===== src/hdl/ivta_pkg.sv =====
// shared types, codes and field widths for the interrupt vector table allocator
// no dependencies; used by ivta_ctrl, ivta_datapath and the top level
`default_nettype none

package ivta_pkg;

  localparam int MAX_ADAPTERS_DEF        = 8;
  localparam int VECTORS_PER_ADAPTER_DEF = 256;

  localparam int FUNC_W      = 3;
  localparam int ADAPTER_W   = 3;
  localparam int VEC_W       = 8;
  localparam int HANDLER_W   = 16;
  localparam int ARG_W       = 32;
  localparam int STATUS_W    = 3;
  localparam int CFG_W       = 4;
  localparam int IN_DATA_W   = 64;
  localparam int OUT_DATA_W  = 64;
  localparam int OUT_FIELD_W = STATUS_W + VEC_W + HANDLER_W + ARG_W + 1;

  localparam logic [VEC_W-1:0] SKIP_VECTOR_HIGH = 8'd255;

  typedef enum logic [FUNC_W-1:0] {
    FN_BIND     = 3'd0,
    FN_ALLOC    = 3'd1,
    FN_FREE     = 3'd2,
    FN_DISPATCH = 3'd3,
    FN_NO_FLUSH = 3'd4
  } func_t;

  typedef enum logic [STATUS_W-1:0] {
    ST_OK         = 3'd0,
    ST_INVALID    = 3'd1,
    ST_BOUND      = 3'd2,
    ST_NONE_FREE  = 3'd3,
    ST_STRAY      = 3'd4,
    ST_NO_HANDLER = 3'd5
  } status_t;

  typedef enum logic [1:0] {
    KIND_FREE     = 2'd0,
    KIND_RESERVED = 2'd1,
    KIND_BOUND    = 2'd2
  } kind_t;

  typedef struct packed {
    kind_t                 kind;
    logic [HANDLER_W-1:0]  handler;
    logic signed [ARG_W-1:0] arg;
    logic                  flush;
  } entry_t;

  // controller to datapath
  typedef struct packed {
    logic idle;
    logic accept;
    logic clear;
    logic scan;
    logic exec;
    logic alloc_done;
  } cmd_t;

  // datapath to controller
  typedef struct packed {
    logic clr_last;
    logic alloc_go;
    logic found;
    logic exhausted;
    logic out_free;
  } sts_t;

endpackage

`default_nettype wire


===== src/hdl/ivta_ctrl.sv =====
// controller state machine: clearing pass, accept, execute, allocation scan
// depends on ivta_pkg
`default_nettype none

module ivta_ctrl (
  input  wire logic          clk,
  input  wire logic          rst,
  input  wire logic          s_tvalid,
  output logic               s_tready,
  input  wire ivta_pkg::sts_t sts,
  output ivta_pkg::cmd_t     cmd
);

  typedef enum logic [2:0] {
    S_CLEAR,
    S_IDLE,
    S_EXEC,
    S_SCAN,
    S_ALLOC_DONE
  } state_t;

  state_t state, state_next;

  always_ff @(posedge clk) begin
    if (rst) begin
      state <= S_CLEAR;
    end else begin
      state <= state_next;
    end
  end

  always_comb begin
    cmd        = '0;
    s_tready   = 1'b0;
    state_next = state;
    unique case (state)
      S_CLEAR: begin
        cmd.clear = 1'b1;
        if (sts.clr_last) state_next = S_IDLE;
      end
      S_IDLE: begin
        cmd.idle = 1'b1;
        s_tready = 1'b1;
        if (s_tvalid) begin
          cmd.accept = 1'b1;
          state_next = sts.alloc_go ? S_SCAN : S_EXEC;
        end
      end
      S_EXEC: begin
        if (sts.out_free) begin
          cmd.exec   = 1'b1;
          state_next = S_IDLE;
        end
      end
      S_SCAN: begin
        cmd.scan = 1'b1;
        if (sts.found || sts.exhausted) state_next = S_ALLOC_DONE;
      end
      S_ALLOC_DONE: begin
        if (sts.out_free) begin
          cmd.alloc_done = 1'b1;
          state_next     = S_IDLE;
        end
      end
      default: state_next = S_CLEAR;
    endcase
  end

endmodule

`default_nettype wire


===== config.mk =====
export PLATFORM = sky130hd
export DESIGN_NAME = ivta_ctrl
export DESIGN_NICKNAME = d
export VERILOG_FILES = /design/src/hdl/ivta_pkg.sv /design/src/hdl/ivta_ctrl.sv
export SDC_FILE = /design/constraint.sdc
export NUM_CORES = 1
export LEC_CHECK = 0
export ABC_AREA = 1
export BUFFER_PORTS_ARGS = -buffer_cell sky130_fd_sc_hd__buf_2
export CORE_AREA = 2 2 39 41
export CTS_CLUSTER_SIZE = 14
export DETAILED_ROUTE_END_ITERATION = 6
export DIE_AREA = 0 0 41 43
export PLACE_DENSITY = 0.44
export SETUP_SLACK_MARGIN = 0.2
export SLEW_MARGIN = 30
export SYNTH_ARGS = -nofsm -noshare
export SYNTH_HDL_FRONTEND = slang
export SYNTH_SLANG_ARGS = --single-unit

===== constraint.sdc =====
create_clock -name clk -period 1.2 [get_ports clk]
set_input_delay 0.06 -clock clk [delete_from_list [all_inputs] [get_ports clk]]
set_output_delay 0.06 -clock clk [all_outputs]
set_load 0.03 [all_outputs]

==> results by group <==
Min path
  – Worst hold start: sts[3]
  – Worst hold path depth: 5
  – Hold Path End: state[0]
  – Hold WC Path Type: in2reg

Final layout
  – Top reg by flops: state
  – Commonest non-fill, non-tap cell in the layout: nand2_1
  – Multi-input gate area: 220 um^2
  – # nets final: 87
  – Max reg flops: 3
  – Most frequent cells in the layout: 10 x nand2_1, 9 x buf_6, 7 x nor2_1, 7 x buf_2, 7 x buf_4
  – Syn-to-layout area delta: 104%
  – Final cell count without fillers: 94
  – Top flop regs: state x3
  – Reg area: 71.3 um^2
  – # diodes: 0
  – Layout cells sized above 1: 0.654
  – Final core occ: 0.421
  – Layout fillers: 149

Synthesis
  – Mapped Cells: 51
  – Share of the synthesized area in the top cell type: 0.211
  – Yosys warning count: 0
  – Yosys cell types: 13
  – Syn avg cell area: 5.59 um^2
  – Sequential area share after synthesis: 0.211
  – Synth area leaders: dfxtp_1 21%, nand2_1 16%, nor2_1 14%
  – Number of synthesized register bits: 3
  – Mapped cell area: 285 um^2
  – Post-synth net total: 59
  – Leading area contributor after synthesis: dfxtp_1

Die
  – Site Rows: 14
  – Die ar.: 1760 um^2
  – Die height: 43 um
  – Placeable Area: 1380 um^2
  – Initial Util: 0.206
  – Die X: 41 um
  – Top Ports: 15

Setup path
  – Worst path required time: 1.14 ns
  – Critical path arrival: 1.13 ns
  – Largest fanout on the critical path: 5
  – RR Startpoint: state[0]
  – RR Endpoint: state[0]
  – Critical path startpoint: state[0]
  – Startpoint Class: register
  – Crit Path Class: reg2out
  – Worst setup EP type: output pin
  – R2R cell count: 9
  – Reg-to-reg slack, setup: 0.07 ns

Drt
  – DRC: 0
  – Initial DRT Pass Iterations: 2
  – Avg Vias per Cell: 4.10
  – 1st-iter DRT viols: 1
  – Avg WL per Cell: 10.0 um
  – Total number of vias: 385
  – Drt total wl: 944 um
  – DRT antenna net count: 0

Power and ir drop
  – Max rail drop VDD: 0.00144 V
  – Power density over the cells: 2520 nW/um^2
  – Switching power of the nets: 714 uW
  – Clock share of power: 0.120
  – Combinational share of power: 0.717
  – Net Sw Frac: 0.485
  – Cell Int Power: 758 uW
  – Reg power frac: 0.163
  – Pwr Total: 1470 uW
  – Lkg Pwr: 0.000297 uW

Placement
  – Placed cell count: 83
  – Buffers on Ports: 14
  – Placer Congestion: 0.730
  – HPWL Detailed: 598 um

Global route
  – Total gr overflow: 0
  – Number of global-route vias before repair: 384
  – Largest net degree at the start of global routing: 6
  – Initial antenna violation count: 0
  – Global-route wire length before repair: 1.46 mm
  – Gr usage total: 0.126

Clock network
  – Clock sink total: 3
  – Max Buffers Root-to-Sink: 2
  – CTS clk-pin slew, worst paths: 0.03 ns
  – Clock H-tree levels: 1
  – CTS tree: yes
  – Worst-skew pair later-pin latency: 0.23 ns
  – TritonCTS Buffers: 3
  – Clk root buf: clkbuf_4

STA
  – Final setup fails: 0
  – Fin. max-slew vios: 0
  – Tmin final: 1.19 ns
  – Setup Skew: 0.00278 ns
  – Worst slew margin: 0.875
  – RSZ-0062 raised after global routing: yes
  – Final critical-path share of the clock period: 0.991
  – Final hold violation count: 0
  – Pin slew with the least headroom to its limit: 0.187 ns
  – Fmax achieved: 841 MHz
  – Hold WS: 0.189 ns

Outcome
  – Status: complete, no violations

Job
  – Max-cap violations: 0
## logic make-up after synthesis
family | after synthesis | synth area share
simple gates | 35 | 0.601
flops | 3 | 0.211
compound gates | 1 | 0.0175
buf+inv | 12 | 0.171
## repair_timing
action,CTS,global route
hold buffers,1,0
pin swaps,3,0
endpoints found under the hold margin,1,0
buffers inserted,4,2
resized for setup,26,4
cloned,0,0
endpoints found under the setup margin,10,10
## worst max path at each step
stage	to	slack, ns
final	cmd[0]	0.01
after global routing	cmd[0]	-0.06
after CTS	cmd[0]	0.03
after detailed placement	state[0]	0.06
after global placement	state[1]	0.06
after floorplan	state[1]	0.06
## layout make-up
type / instances / area share
Clock buffer: 4 / 0.0451
Inverter: 11 / 0.0794
Multi-Input combinational cell: 36 / 0.378
Sequential cell: 3 / 0.122
Tap cell: 16 / 0.0343
Timing Repair Buffer: 24 / 0.341
## stage by stage
step,setup WS [ns],TNS (ns),instance area [um^2]
global route,-0.0594,-0.176,583
floorplan,0.0614,0,305
detailed placement,0.0589,0,410
global placement,0.0563,0,410
CTS,0.0340,0,558
finish,0.0112,0,583
## synthesized netlist by cell type
cell and instances:
nor2_1 11, nand3_4 1, nand3_2 1, nand2_1 12, nand3_1 4, nor2_2 3, buf_4 1, a21oi_1 1
nand2_2 2, nand4_1 1, inv_1 7, dfxtp_1 3, inv_2 4
## critical path: stages (launching register included)
cell	delay [ns]
dfxtp_4	0.36
nor2_4	0.14
nand2_2	0.08
buf_6	0.12
nor2_4	0.07
buf_6	0.13
## power by group through the flow
stage	logic, uW	registers [uW]	clock network [uW]
after floorplan	596	197	0
after global placement	765	202	0
after detailed placement	754	203	0
after CTS	988	234	186
after global routing	1150	245	199
final	1050	240	177
## per-layer routing
metal	track usage	routed length, um	vias up
li1	-	-	204
met1	0.134	362	170
met2	0.188	522	11
met3	0.0576	58	0
met4	0.0867	0	0
met5	0	0	-
No activity file was read; power rests on OpenSTA's default activity.
